## src/scgr_pkg.sv

```systemverilog
// scgr_pkg: shared types and the microcode program of the stereo clip, gain and resonator block
// control word layout, register index codes, program table function
// no dependencies
`default_nettype none

package scgr_pkg;

    // configuration register indexes
    localparam logic [2:0] CFG_CLIP_LEVEL   = 3'd0;
    localparam logic [2:0] CFG_AMP_GAIN     = 3'd1;
    localparam logic [2:0] CFG_RESON_ENABLE = 3'd2;
    localparam logic [2:0] CFG_COEF_A       = 3'd3;
    localparam logic [2:0] CFG_COEF_B1      = 3'd4;
    localparam logic [2:0] CFG_COEF_B2      = 3'd5;

    localparam int GAIN_FRAC_BITS = 8;
    localparam int PC_BITS        = 4;

    // multiplier operand pair
    typedef enum logic [1:0] {
        MUL_GAIN,   // clipped sample * amp_gain
        MUL_A,      // gained sample * coef_a
        MUL_B1,     // y1 * coef_b1
        MUL_B2      // y2 * coef_b2
    } t_mul_sel;

    typedef enum logic [1:0] {
        ACC_HOLD,
        ACC_LOAD,
        ACC_ADD
    } t_acc_op;

    typedef struct packed {
        t_mul_sel           mul_sel;
        t_acc_op            acc_op;
        logic               g_load;   // take gained sample from the product
        logic               fin;      // produce the channel result
        logic               ch;       // 0 left, 1 right
        logic               jmp_byp;  // jump to target when the resonator is off
        logic               last;     // final step of the frame
        logic [PC_BITS-1:0] target;
    } t_ctrl;

    function automatic t_ctrl mk_step(logic ch, t_mul_sel mul, t_acc_op acc, logic gl,
                                      logic fin, logic jmp, logic last,
                                      logic [PC_BITS-1:0] tgt);
        t_ctrl w;
        w.mul_sel = mul;
        w.acc_op  = acc;
        w.g_load  = gl;
        w.fin     = fin;
        w.ch      = ch;
        w.jmp_byp = jmp;
        w.last    = last;
        w.target  = tgt;
        return w;
    endfunction

    // program: seven steps per channel, left then right
    function automatic t_ctrl ucode(logic [PC_BITS-1:0] pc);
        t_ctrl w;
        unique case (pc)
            4'd0:    w = mk_step(1'b0, MUL_GAIN, ACC_HOLD, 1'b0, 1'b0, 1'b0, 1'b0, 4'd0);
            4'd1:    w = mk_step(1'b0, MUL_GAIN, ACC_HOLD, 1'b1, 1'b0, 1'b1, 1'b0, 4'd6);
            4'd2:    w = mk_step(1'b0, MUL_A,    ACC_HOLD, 1'b0, 1'b0, 1'b0, 1'b0, 4'd0);
            4'd3:    w = mk_step(1'b0, MUL_B1,   ACC_LOAD, 1'b0, 1'b0, 1'b0, 1'b0, 4'd0);
            4'd4:    w = mk_step(1'b0, MUL_B2,   ACC_ADD,  1'b0, 1'b0, 1'b0, 1'b0, 4'd0);
            4'd5:    w = mk_step(1'b0, MUL_GAIN, ACC_ADD,  1'b0, 1'b0, 1'b0, 1'b0, 4'd0);
            4'd6:    w = mk_step(1'b0, MUL_GAIN, ACC_HOLD, 1'b0, 1'b1, 1'b0, 1'b0, 4'd0);
            4'd7:    w = mk_step(1'b1, MUL_GAIN, ACC_HOLD, 1'b0, 1'b0, 1'b0, 1'b0, 4'd0);
            4'd8:    w = mk_step(1'b1, MUL_GAIN, ACC_HOLD, 1'b1, 1'b0, 1'b1, 1'b0, 4'd13);
            4'd9:    w = mk_step(1'b1, MUL_A,    ACC_HOLD, 1'b0, 1'b0, 1'b0, 1'b0, 4'd0);
            4'd10:   w = mk_step(1'b1, MUL_B1,   ACC_LOAD, 1'b0, 1'b0, 1'b0, 1'b0, 4'd0);
            4'd11:   w = mk_step(1'b1, MUL_B2,   ACC_ADD,  1'b0, 1'b0, 1'b0, 1'b0, 4'd0);
            4'd12:   w = mk_step(1'b1, MUL_GAIN, ACC_ADD,  1'b0, 1'b0, 1'b0, 1'b0, 4'd0);
            4'd13:   w = mk_step(1'b1, MUL_GAIN, ACC_HOLD, 1'b0, 1'b1, 1'b0, 1'b1, 4'd0);
            default: w = mk_step(1'b1, MUL_GAIN, ACC_HOLD, 1'b0, 1'b0, 1'b0, 1'b1, 4'd0);
        endcase
        return w;
    endfunction

endpackage

`default_nettype wire

```

## src/scgr_seq.sv

```systemverilog
// scgr_seq: step counter and program sequencer
// reads the control word from the program table in scgr_pkg
// depends on scgr_pkg
`default_nettype none

module scgr_seq (
    input  wire logic          i_clk,
    input  wire logic          i_rst_n,
    input  wire logic          i_start,     // frame request taken
    input  wire logic          i_hold,      // output register still full
    input  wire logic          i_reson_en,
    output scgr_pkg::t_ctrl    o_ctrl,
    output logic               o_step_en,
    output logic               o_busy
);
    import scgr_pkg::*;

    logic [PC_BITS-1:0] r_pc, n_pc;
    logic               r_busy, n_busy;
    t_ctrl              ctrl;
    logic               step_en;

    assign ctrl    = ucode(r_pc);
    // the final step waits while the previous result has not left
    assign step_en = r_busy && !(ctrl.last && i_hold);

    always_comb begin
        n_pc   = r_pc;
        n_busy = r_busy;
        if (i_start) begin
            n_pc   = '0;
            n_busy = 1'b1;
        end else if (step_en) begin
            if (ctrl.last) begin
                n_busy = 1'b0;
            end else if (ctrl.jmp_byp && !i_reson_en) begin
                n_pc = ctrl.target;
            end else begin
                n_pc = r_pc + PC_BITS'(1);
            end
        end
    end

    always_ff @(posedge i_clk) begin
        if (!i_rst_n) begin
            r_pc   <= '0;
            r_busy <= 1'b0;
        end else begin
            r_pc   <= n_pc;
            r_busy <= n_busy;
        end
    end

    assign o_ctrl    = ctrl;
    assign o_step_en = step_en;
    assign o_busy    = r_busy;

endmodule

`default_nettype wire

```

## src/scgr_dp.sv

```systemverilog
// scgr_dp: datapath with clip, one shared multiplier, accumulator and resonator history
// driven by the control word from scgr_seq
// depends on scgr_pkg
`default_nettype none

module scgr_dp #(
    parameter int SAMPLE_BITS    = 16,
    parameter int COEF_FRAC_BITS = 14
) (
    input  wire logic                          i_clk,
    input  wire logic                          i_rst_n,
    input  wire logic                          i_load,
    input  wire logic signed [SAMPLE_BITS-1:0] i_left,
    input  wire logic signed [SAMPLE_BITS-1:0] i_right,
    input  wire scgr_pkg::t_ctrl               i_ctrl,
    input  wire logic                          i_step_en,
    input  wire logic [14:0]                   i_clip_level,
    input  wire logic [15:0]                   i_amp_gain,
    input  wire logic                          i_reson_en,
    input  wire logic signed [15:0]            i_coef_a,
    input  wire logic signed [15:0]            i_coef_b1,
    input  wire logic signed [15:0]            i_coef_b2,
    output logic signed [SAMPLE_BITS-1:0]      o_res_left,
    output logic signed [SAMPLE_BITS-1:0]      o_y_fin
);
    import scgr_pkg::*;

    localparam int SB = SAMPLE_BITS;
    localparam int F  = COEF_FRAC_BITS;
    localparam int CW = ((SB > 16) ? SB : 16) + 1;
    localparam int PW = SB + 17;
    localparam int GW = PW - GAIN_FRAC_BITS;
    localparam int AW = (F > 18) ? (SB + F + 1) : (SB + 19);
    localparam int YW = AW - F;

    localparam logic signed [SB-1:0] S_MAX = {1'b0, {(SB-1){1'b1}}};
    localparam logic signed [SB-1:0] S_MIN = ~S_MAX;
    localparam logic signed [GW-1:0] G_MAX = GW'(S_MAX);
    localparam logic signed [GW-1:0] G_MIN = ~G_MAX;
    localparam logic signed [YW-1:0] Y_MAX = YW'(S_MAX);
    localparam logic signed [YW-1:0] Y_MIN = ~Y_MAX;
    localparam logic signed [AW-1:0] A_HALF = AW'(1) << (F - 1);

    logic signed [SB-1:0] r_x_l, r_x_r;
    logic signed [SB-1:0] r_y1_l, r_y2_l, r_y1_r, r_y2_r;
    logic signed [SB-1:0] r_g, r_res_l;
    logic signed [PW-1:0] r_prod;
    logic signed [AW-1:0] r_acc;

    logic signed [SB-1:0] x_sel, y1_sel, y2_sel, x_clip;
    logic signed [CW-1:0] x_ext, lim_pos, lim_neg, clip_ext;
    logic signed [SB-1:0] mul_a;
    logic signed [16:0]   mul_b;
    logic signed [PW-1:0] mul_p;
    logic signed [GW-1:0] g_sh;
    logic signed [SB-1:0] g_sat;
    logic signed [AW-1:0] prod_ext, acc_rnd;
    logic signed [YW-1:0] y_sh;
    logic signed [SB-1:0] y_sat, y_fin;

    assign x_sel  = i_ctrl.ch ? r_x_r  : r_x_l;
    assign y1_sel = i_ctrl.ch ? r_y1_r : r_y1_l;
    assign y2_sel = i_ctrl.ch ? r_y2_r : r_y2_l;

    // symmetric clip, compared wide so a level beyond the sample range passes all
    assign x_ext    = CW'(x_sel);
    assign lim_pos  = signed'(CW'(i_clip_level));
    assign lim_neg  = -lim_pos;
    assign clip_ext = (x_ext > lim_pos) ? lim_pos : ((x_ext < lim_neg) ? lim_neg : x_ext);
    assign x_clip   = clip_ext[SB-1:0];

    always_comb begin
        unique case (i_ctrl.mul_sel)
            MUL_GAIN: begin
                mul_a = x_clip;
                mul_b = signed'({1'b0, i_amp_gain});
            end
            MUL_A: begin
                mul_a = r_g;
                mul_b = 17'(i_coef_a);
            end
            MUL_B1: begin
                mul_a = y1_sel;
                mul_b = 17'(i_coef_b1);
            end
            MUL_B2: begin
                mul_a = y2_sel;
                mul_b = 17'(i_coef_b2);
            end
            default: begin
                mul_a = x_clip;
                mul_b = signed'({1'b0, i_amp_gain});
            end
        endcase
    end

    assign mul_p = mul_a * mul_b;

    // gain stage: floor shift then saturate
    assign g_sh  = r_prod[PW-1:GAIN_FRAC_BITS];
    assign g_sat = (g_sh > G_MAX) ? S_MAX : ((g_sh < G_MIN) ? S_MIN : g_sh[SB-1:0]);

    // filter result: round half up, then saturate
    assign prod_ext = AW'(r_prod);
    assign acc_rnd  = r_acc + A_HALF;
    assign y_sh     = acc_rnd[AW-1:F];
    assign y_sat    = (y_sh > Y_MAX) ? S_MAX : ((y_sh < Y_MIN) ? S_MIN : y_sh[SB-1:0]);
    assign y_fin    = i_reson_en ? y_sat : r_g;

    always_ff @(posedge i_clk) begin
        if (i_load) begin
            r_x_l <= i_left;
            r_x_r <= i_right;
        end
        if (i_step_en) begin
            r_prod <= mul_p;
            if (i_ctrl.g_load) begin
                r_g <= g_sat;
            end
            unique case (i_ctrl.acc_op)
                ACC_LOAD: r_acc <= prod_ext;
                ACC_ADD:  r_acc <= r_acc + prod_ext;
                default:  r_acc <= r_acc;
            endcase
            if (i_ctrl.fin && !i_ctrl.ch) begin
                r_res_l <= y_fin;
            end
        end
    end

    // resonator history, held in bypass
    always_ff @(posedge i_clk) begin
        if (!i_rst_n) begin
            r_y1_l <= '0;
            r_y2_l <= '0;
            r_y1_r <= '0;
            r_y2_r <= '0;
        end else if (i_step_en && i_ctrl.fin && i_reson_en) begin
            if (i_ctrl.ch) begin
                r_y2_r <= r_y1_r;
                r_y1_r <= y_sat;
            end else begin
                r_y2_l <= r_y1_l;
                r_y1_l <= y_sat;
            end
        end
    end

    assign o_res_left = r_res_l;
    assign o_y_fin    = y_fin;

endmodule

`default_nettype wire

```

## src/stereo_clip_gain_resonator.sv

```systemverilog
// stereo_clip_gain_resonator: stereo clip, Q8.8 gain and two-pole resonator
// holds the configuration registers and the output register
// depends on scgr_pkg, scgr_seq, scgr_dp
//
// channel   direction  handshake                       payload
// s_axis    in         s_axis_tvalid / s_axis_tready   tdata: left_in, right_in
// m_axis    out        m_axis_tvalid / m_axis_tready   tdata: left_out, right_out
// cfg       in         i_cfg_valid / o_cfg_ready       i_cfg_index, i_cfg_data
//
// one frame at a time through a single shared multiplier stepped by a microcode program:
// 14 steps with the resonator on, 6 in bypass; a new frame is taken only once the sequencer
// is idle again, after the last step of the previous frame
// a finished frame waits in the output register; the next frame runs meanwhile and its
// last step holds only if that register is still full
// synchronous active-low reset clears history, control, output valid and config to defaults
`default_nettype none

module stereo_clip_gain_resonator #(
    parameter int SAMPLE_BITS    = 16,
    parameter int COEF_FRAC_BITS = 14
) (
    input  wire logic                                     i_clk,
    input  wire logic                                     i_rst_n,
    input  wire logic                                     s_axis_tvalid,
    output logic                                          s_axis_tready,
    // [SAMPLE_BITS-1:0] left_in, [2*SAMPLE_BITS-1:SAMPLE_BITS] right_in, zero pad above
    input  wire logic [((2*SAMPLE_BITS+7)/8)*8-1:0]       s_axis_tdata,
    output logic                                          m_axis_tvalid,
    input  wire logic                                     m_axis_tready,
    // [SAMPLE_BITS-1:0] left_out, [2*SAMPLE_BITS-1:SAMPLE_BITS] right_out, zero pad above
    output logic [((2*SAMPLE_BITS+7)/8)*8-1:0]            m_axis_tdata,
    input  wire logic                                     i_cfg_valid,
    output logic                                          o_cfg_ready,
    input  wire logic [2:0]                               i_cfg_index,
    input  wire logic [15:0]                              i_cfg_data
);
    import scgr_pkg::*;

    localparam int SB = SAMPLE_BITS;
    localparam int DW = ((2*SAMPLE_BITS+7)/8)*8;

    logic [14:0]          r_clip_level;
    logic [15:0]          r_amp_gain;
    logic                 r_reson_en;
    logic signed [15:0]   r_coef_a, r_coef_b1, r_coef_b2;

    logic                 r_m_valid;
    logic signed [SB-1:0] r_out_l, r_out_r;

    t_ctrl                ctrl;
    logic                 step_en, busy, start, out_load;
    logic signed [SB-1:0] res_l, y_fin;

    assign s_axis_tready = !busy;
    assign start         = s_axis_tvalid && !busy;
    assign o_cfg_ready   = 1'b1;
    assign out_load      = step_en && ctrl.last;

    always_ff @(posedge i_clk) begin
        if (!i_rst_n) begin
            r_clip_level <= 15'd32767;
            r_amp_gain   <= 16'd256;
            r_reson_en   <= 1'b0;
            r_coef_a     <= 16'sd16384;
            r_coef_b1    <= '0;
            r_coef_b2    <= '0;
        end else if (i_cfg_valid) begin
            unique case (i_cfg_index)
                CFG_CLIP_LEVEL:   r_clip_level <= i_cfg_data[14:0];
                CFG_AMP_GAIN:     r_amp_gain   <= i_cfg_data;
                CFG_RESON_ENABLE: r_reson_en   <= i_cfg_data[0];
                CFG_COEF_A:       r_coef_a     <= signed'(i_cfg_data);
                CFG_COEF_B1:      r_coef_b1    <= signed'(i_cfg_data);
                CFG_COEF_B2:      r_coef_b2    <= signed'(i_cfg_data);
                default: ;
            endcase
        end
    end

    always_ff @(posedge i_clk) begin
        if (!i_rst_n) begin
            r_m_valid <= 1'b0;
        end else if (out_load) begin
            r_m_valid <= 1'b1;
        end else if (m_axis_tready) begin
            r_m_valid <= 1'b0;
        end
    end

    always_ff @(posedge i_clk) begin
        if (out_load) begin
            r_out_l <= res_l;
            r_out_r <= y_fin;
        end
    end

    assign m_axis_tvalid = r_m_valid;
    assign m_axis_tdata  = DW'({r_out_r, r_out_l});

    scgr_seq u_seq (
        .i_clk      (i_clk),
        .i_rst_n    (i_rst_n),
        .i_start    (start),
        .i_hold     (r_m_valid && !m_axis_tready),
        .i_reson_en (r_reson_en),
        .o_ctrl     (ctrl),
        .o_step_en  (step_en),
        .o_busy     (busy)
    );

    scgr_dp #(
        .SAMPLE_BITS    (SAMPLE_BITS),
        .COEF_FRAC_BITS (COEF_FRAC_BITS)
    ) u_dp (
        .i_clk        (i_clk),
        .i_rst_n      (i_rst_n),
        .i_load       (start),
        .i_left       (signed'(s_axis_tdata[SB-1:0])),
        .i_right      (signed'(s_axis_tdata[2*SB-1:SB])),
        .i_ctrl       (ctrl),
        .i_step_en    (step_en),
        .i_clip_level (r_clip_level),
        .i_amp_gain   (r_amp_gain),
        .i_reson_en   (r_reson_en),
        .i_coef_a     (r_coef_a),
        .i_coef_b1    (r_coef_b1),
        .i_coef_b2    (r_coef_b2),
        .o_res_left   (res_l),
        .o_y_fin      (y_fin)
    );

endmodule

`default_nettype wire
```

## config.mk

```make
export PLATFORM = sky130hd
export DESIGN_NAME = stereo_clip_gain_resonator
export DESIGN_NICKNAME = d
export VERILOG_FILES = /design/src/scgr_pkg.sv /design/src/scgr_seq.sv /design/src/scgr_dp.sv /design/src/stereo_clip_gain_resonator.sv
export SDC_FILE = /design/constraint.sdc
export NUM_CORES = 2
export LEC_CHECK = 0
export BUFFER_PORTS_ARGS = -buffer_cell sky130_fd_sc_hd__buf_4
export CAP_MARGIN = 25
export CORE_ASPECT_RATIO = 1.1
export CORE_UTILIZATION = 25
export DETAILED_ROUTE_END_ITERATION = 8
export GPL_TIMING_DRIVEN = 0
export PLACE_DENSITY = 0.42
export SYNTH_ARGS = -nofsm -noshare
export SYNTH_HDL_FRONTEND = slang
export SYNTH_SLANG_ARGS = --single-unit
```

## constraint.sdc

```tcl
create_clock -name i_clk -period 17 [get_ports i_clk]
set_clock_uncertainty 0.2 [all_clocks]
set_input_delay 2.55 -clock i_clk [delete_from_list [all_inputs] [get_ports i_clk]]
set_output_delay 2.55 -clock i_clk [all_outputs]
set_load 0.02 [all_outputs]
```

-- Word level (Yosys, flattened, before mapping)
Memory sizes are Yosys's and may differ from the RTL's. A register that Yosys moved wholly into a read port is not among the register bits.
Index checks and enable logic that the tools add are counted.
- flip-flop bits (word level): 314
- memory bits (read-only): 208
- bits of input ports: 56
- output and inout port bits: 35
- memories: 1
- memories (name ; depth ; width ; read ports ; clocked after memory_dff ; write ports ; RTL line ; source):
    (name not given) ; 16 ; 13 ; 1 ; 1 ; 0 ; scgr_pkg.sv:62 ; unique case (pc)
- $add $sub $neg: 4
- $mul: 1
- order comparisons: 6
- equality and inequality tests: 10
- multiplexer cells: 20
- bitwise gates (word level): 3
- reduce and logical (&&, ||, !) cells: 34
- operator list (kind ; number):
    $mux 16 ; 9
    $pmux 35 s2 ; 1
    $pmux 17 s4 ; 1
    $pmux 16 s4 ; 1
    $add 35x15->35 const B ; 1
    $add 35x33->35 ; 1
    $mul 16x17->33 ; 1
    $reduce_and 2->1 ; 13
    $gt 25x16->1 const B ; 1
    $lt 25x16->1 const B ; 1
    $gt 21x16->1 const B ; 1
    $lt 21x16->1 const B ; 1
    $lt 16x17->1 ; 1
    $neg 15->17 ; 1
    $gt 16x16->1 ; 1
    $mux 4 ; 3
    $logic_and 1x1->1 ; 9
    $reduce_bool 2->1 ; 4
    $eq 2x2->1 const B ; 3
    $eq 3x2->1 const B ; 2
    $eq 3x3->1 const B ; 2
    $logic_not 1->1 ; 5
    $mux 1 ; 5
    $add 4x1->4 const B ; 1
    other kinds (6) ; 9

-- Longest topological paths before layout
- depth after elaboration: 8
- gate-level depth with buffers: 41

-- Hierarchy
A second synthesis with hierarchy kept.
- cell total of the unflattened synthesis: 2903
- area, all modules: 27821.7 um2
- modules (own cells, without submodules) (module ; instances ; cells an instance ; area an instance (um2) ; seq. area each (um2)):
    scgr_dp ; 1 ; 2495 ; 22965.8 ; 5245.0
    stereo_clip_gain_resonator ; 1 ; 340 ; 4157.7 ; 2582.5
    scgr_seq ; 1 ; 68 ; 698.2 ; 300.3

-- Least setup slack after synthesis
Ideal clock, no wire load.
- path type: reg-to-reg
- start: register r_clip_level[1]
- end: register u_dp.r_prod[32] (data pin)
- arrival: 10.260 ns
- required time: 16.539 ns
- setup slack: 6.279 ns
- cell stages (with the launch flop): 37
- buffers on the path: 2
- period minus slack after synthesis: 10.721 ns
- cell sequence: dfxtp_1 > inv_1 > ha_1 > or3b_4 > or3_4 > or3_4 > or4_4 > nor4_4 > xnor2_1 > ha_1 > nand3_1 > or4_1 > a21o_1 > a31oi_1 > buf_2 > o21ai_0 > a221oi_1 > clkbuf_1 > nand2_1 > fa_1 > inv_1 > fa_1 > fa_1 > fa_1 > fa_1 > inv_1 > fa_1 > inv_1 > ha_1 > and3_1 > nand2_1 > o41ai_1 > o211a_1 > o2111ai_1 > a31oi_1 > nor4_1 > a311o_1
- cells in the longest elaborated chain, start to end: 6
- ends and longest elaborated chain (what ; RTL line ; source):
    start: declaration ; stereo_clip_gain_resonator.sv:42 ; logic [14:0] r_clip_level;
    start signal: assignment ; stereo_clip_gain_resonator.sv:69 ; CFG_CLIP_LEVEL: r_clip_level <= i_cfg_data[14:0];
    $neg 15->17 ; scgr_dp.sv:68 ; assign lim_neg = -lim_pos;
    $lt 16x17->1 ; scgr_dp.sv:69 ; assign clip_ext = (x_ext > lim_pos) ? lim_pos : ((x_ext < lim_neg) ? lim_neg : x_ext);
    $mux 16 ; scgr_dp.sv:69 ;
    $mux 16 * ; scgr_dp.sv:69 ;
    $pmux 16 s4 * ; scgr_dp.sv:73 ; unique case (i_ctrl.mul_sel)
    $mul 16x17->33 * ; scgr_dp.sv:97 ; assign mul_p = mul_a * mul_b;
    named net u_dp.mul_p[32] ; scgr_dp.sv:54 ; logic signed [PW-1:0] mul_p;
    end signal: assignment ; scgr_dp.sv:116 ; r_prod <= mul_p;
    end: declaration ; scgr_dp.sv:47 ; logic signed [PW-1:0] r_prod;
Mark *: on every way through the listed nets, which the timed path passes. The rest lies on a longest branch.
A chain may end at the register's enable or synchronous reset.

-- Final worst setup path
Ends and elaborated chain as after synthesis.

==> run summary <==
Status -> finished clean
Most frequent cells in the layout -> nand2_1, inv_1, fa_1
Worst-case hold path end point -> r_out_l[13]$_DFFE_PP_
Critical Path AT -> 13.42 ns
# port buffers -> 88
RSZ-0062 raised after global routing -> no
Post-synthesis mux area share -> 4.56%
Buf+Inv Stages, Crit Path -> 5
Grt ovf -> 0
Largest registers -> u_dp.r_acc (35), u_dp.r_prod (33)
PwrDens -> 90.1 mW/mm^2
Max stage delay on crit path -> 0.88 ns
Clock-pin slew on the worst setup and hold paths -> 0.07 ns
Post-synth top area share -> 20.7%
Largest family of logic cells by synthesized area -> adder cells
EDFF count, synth -> 164
Register bit total from synthesis -> 324
Synthesized instance count -> 2,868
Post-Syn Area per Cell -> 9.37 um^2
DR vias -> 20,300
DIE AREA -> 0.109 mm^2
Final Wtd Congestion -> 0.834
Final hold slack -> 0.214 ns
Placed cell count -> 4,372
Syn nets -> 3,354
Max reg flops -> 35
Slowest CP cell -> o41ai_1
Synth top area cells -> fa_1, edfxtp_1, dfxtp_1
Least-Margin Pin Slew -> 1.10 ns
Non-Filler Instances -> 4,448
Primary FF master, synth -> edfxtp_1
Placed Area -> 0.0296 mm^2
R2r setup slk -> 3.65 ns
Via/cell ratio -> 4.57
Max-cap violations -> 0
Reg with most FFs -> u_dp.r_acc
Vias in the first global route -> 21,200
IO Pins -> 91
Die Y -> 346 um
Adder-cell area share of the yosys netlist -> 27.8%
Post-CTS setup buffers -> 0
Worst slew margin -> 26.0%
Synth warn -> 0
Number of remaining DRC errors -> 0
Final Util -> 29.1%
Core footprint -> 0.106 mm^2
Fmax -> 74.9 MHz
H-tree Lvls -> 2
Commonest non-fill, non-tap cell in the layout -> nand2_1
Tcrit/Tclk final -> 78.5%
Nets -> 3,504
Simple-Gate Fraction of Synth Area -> 14.8%
Sum Neg Setup Slack -> 0 ns
Min Clock Period, post-route -> 13.35 ns
First-pass GRT wire length -> 136 mm
CP Max Fanout -> 10
LEAKAGE -> 12.7 nW
CP endpoint kind -> register
Cell depth of the worst hold path -> 0
Clock root cell -> clkbuf_16
Xor and xnor area share after synthesis -> 2.87%
Initial antenna violation count -> 3
R2R depth -> 35
Post-synth top area cell -> fa_1
Unique masters post-synth -> 79
Largest net degree at the start of global routing -> 33
Pins Over Slew Limit -> 0
Max IR drop VDD -> 0.0000617 V
Initial core utilization -> 25.4%
Row cnt -> 125
CTS sink cnt -> 324
Die W -> 315 um
First-pass DRT Iterations -> 5
DR iter-0 viols -> 1,345
Crit path max-delay family -> adder cells
Total track usage -> 16.5%
Latest clock arrival within the worst-skew pair -> 0.58 ns
Area Overhead vs Synth -> 14.8%
Hold buffer count at CTS -> 0
Placed wire-length estimate -> 72.0 mm
Cell repeated most along the worst path -> fa_1
Ys async rst share -> 0%
Complex-gate fraction of the synthesized area -> 12.5%
Sequential area share after synthesis -> 30.2%
TritonCTS clock tree -> done
Critical Path RT -> 17.07 ns
Post-cts resize count -> 0
Crit path kind -> register to register
Reg2reg start -> r_clip_level[1]$_SDFFE_PN1P_
Final setup vio count -> 0
Cell Area, Synth -> 0.0269 mm^2
RR Endpoint -> u_dp.r_prod[32]$_DFFE_PP_
Share of post-route cells with drive strength above 1 -> 8.63%
TritonCTS Buffers -> 40
Worst Setup Start Kind -> register
Routed wire length -> 88.9 mm
Fin. Hold Viols -> 0
DRT antenna net count -> 0
Min-delay worst type -> register to register
Critical hold path startpoint -> u_dp.o_res_left[13]$_DFFE_PP_
WL per Instance -> 20.0 um
Final instance area -> 0.0309 mm^2
CTS Buffer Depth -> 3
## per-layer routing
layer / up-vias / part of all wire [%] / GRT usage, %
met2: 349 / 49 / 28.4
li1: 9768 / - / -
met3: 77 / 3.5 / 1.63
met4: 2 / 1.8 / 3.41
met1: 10100 / 46 / 22.2
met5: - / 0.022 / 0
## final cells by class
type                            count  area, um^2
Inverter                          396        1490
Clock buffer                       48        1070
Multi-Input combinational cell   2030       16900
Fill cell                       11400       75200
Timing Repair Buffer              108         861
Tap cell                         1397        1750
Buffer                            118         459
Clock inverter                     25         214
Sequential cell                   324        8130
Antenna cell                        2        5.00
## cells in the mapped netlist (all sizes together), types with 4 or more instances
library cell  count
and2             46
o211ai           22
nor2b            26
o211a             4
a22oi             5
a21o             49
a21boi           95
xnor2            63
or2               5
mux4             17
nand3            25
o21a             19
ha              152
dfxtp           160
nor3b             4
inv             396
nand4            18
nor2            272
and3              8
a221oi            4
mux2i            37
nand3b            4
o311ai            8
xor2             25
o21bai           14
clkbuf          103
o22ai            10
a31oi            16
a211o             6
mux2             42
buf              15
o31ai            10
or3              14
nor4              7
nand2           422
a21oi            93
fa              278
nand2b           26
o21ai           102
nor3             24
edfxtp          164
a211oi           18
## power by group
group	switching (mW)	internal, mW	total, mW
sequential	0.0496	0.888	0.938
combinational	0.608	0.385	0.993
clock	0.365	0.484	0.850
total	1.02	1.76	2.78
## worst reg2reg max path: cells and delay by family, from the launching register on
| kind | cells | cell delay (ns) |
|---|---|---|
| adder cells (fa/ha/maj) | 9 | 4.07 |
| AO/OA/AOI/OAI | 10 | 3.81 |
| AND/OR/NAND/NOR | 9 | 2.44 |
| buffers and inverters | 5 | 1.45 |
| multiplexers | 1 | 0.50 |
| flip-flops | 1 | 0.35 |
| XOR/XNOR | 1 | 0.22 |
## worst max-delay path by stage
stage | start | to | cells past startpoint
floorplan | r_clip_level[1]$_SDFFE_PN1P_ | u_dp.r_prod[32]$_DFFE_PP_ | 36
global placement | r_clip_level[1]$_SDFFE_PN1P_ | u_dp.r_prod[32]$_DFFE_PP_ | 36
detailed placement | r_clip_level[1]$_SDFFE_PN1P_ | u_dp.r_prod[32]$_DFFE_PP_ | 35
CTS | r_clip_level[1]$_SDFFE_PN1P_ | u_dp.r_prod[32]$_DFFE_PP_ | 35
global route | r_clip_level[1]$_SDFFE_PN1P_ | u_dp.r_prod[32]$_DFFE_PP_ | 35
finish | r_clip_level[1]$_SDFFE_PN1P_ | u_dp.r_prod[32]$_DFFE_PP_ | 35
## cells by family (layout without fill, tap and decap cells)
| group | Yosys count | in the layout |
|---|---|---|
| multiplexers | 96 | 96 |
| XOR/XNOR | 88 | 88 |
| adder cells (fa/ha/maj) | 430 | 430 |
| AND/OR/NAND/NOR | 912 | 912 |
| flip-flops | 324 | 324 |
| other | 1 | 3 |
| AO/OA/AOI/OAI | 503 | 503 |
| buffers and inverters | 514 | 695 |
## through the flow
step	total power, mW	setup WS, ns
2_1_floorplan	1.63	6.28
3_3_place_gp	1.95	2.97
3_5_place_dp	1.96	3.59
4_1_cts	2.82	3.52
5_1_grt	2.97	3.03
6_report	2.78	3.65
Note: power is estimated with default switching activity, not from simulation.
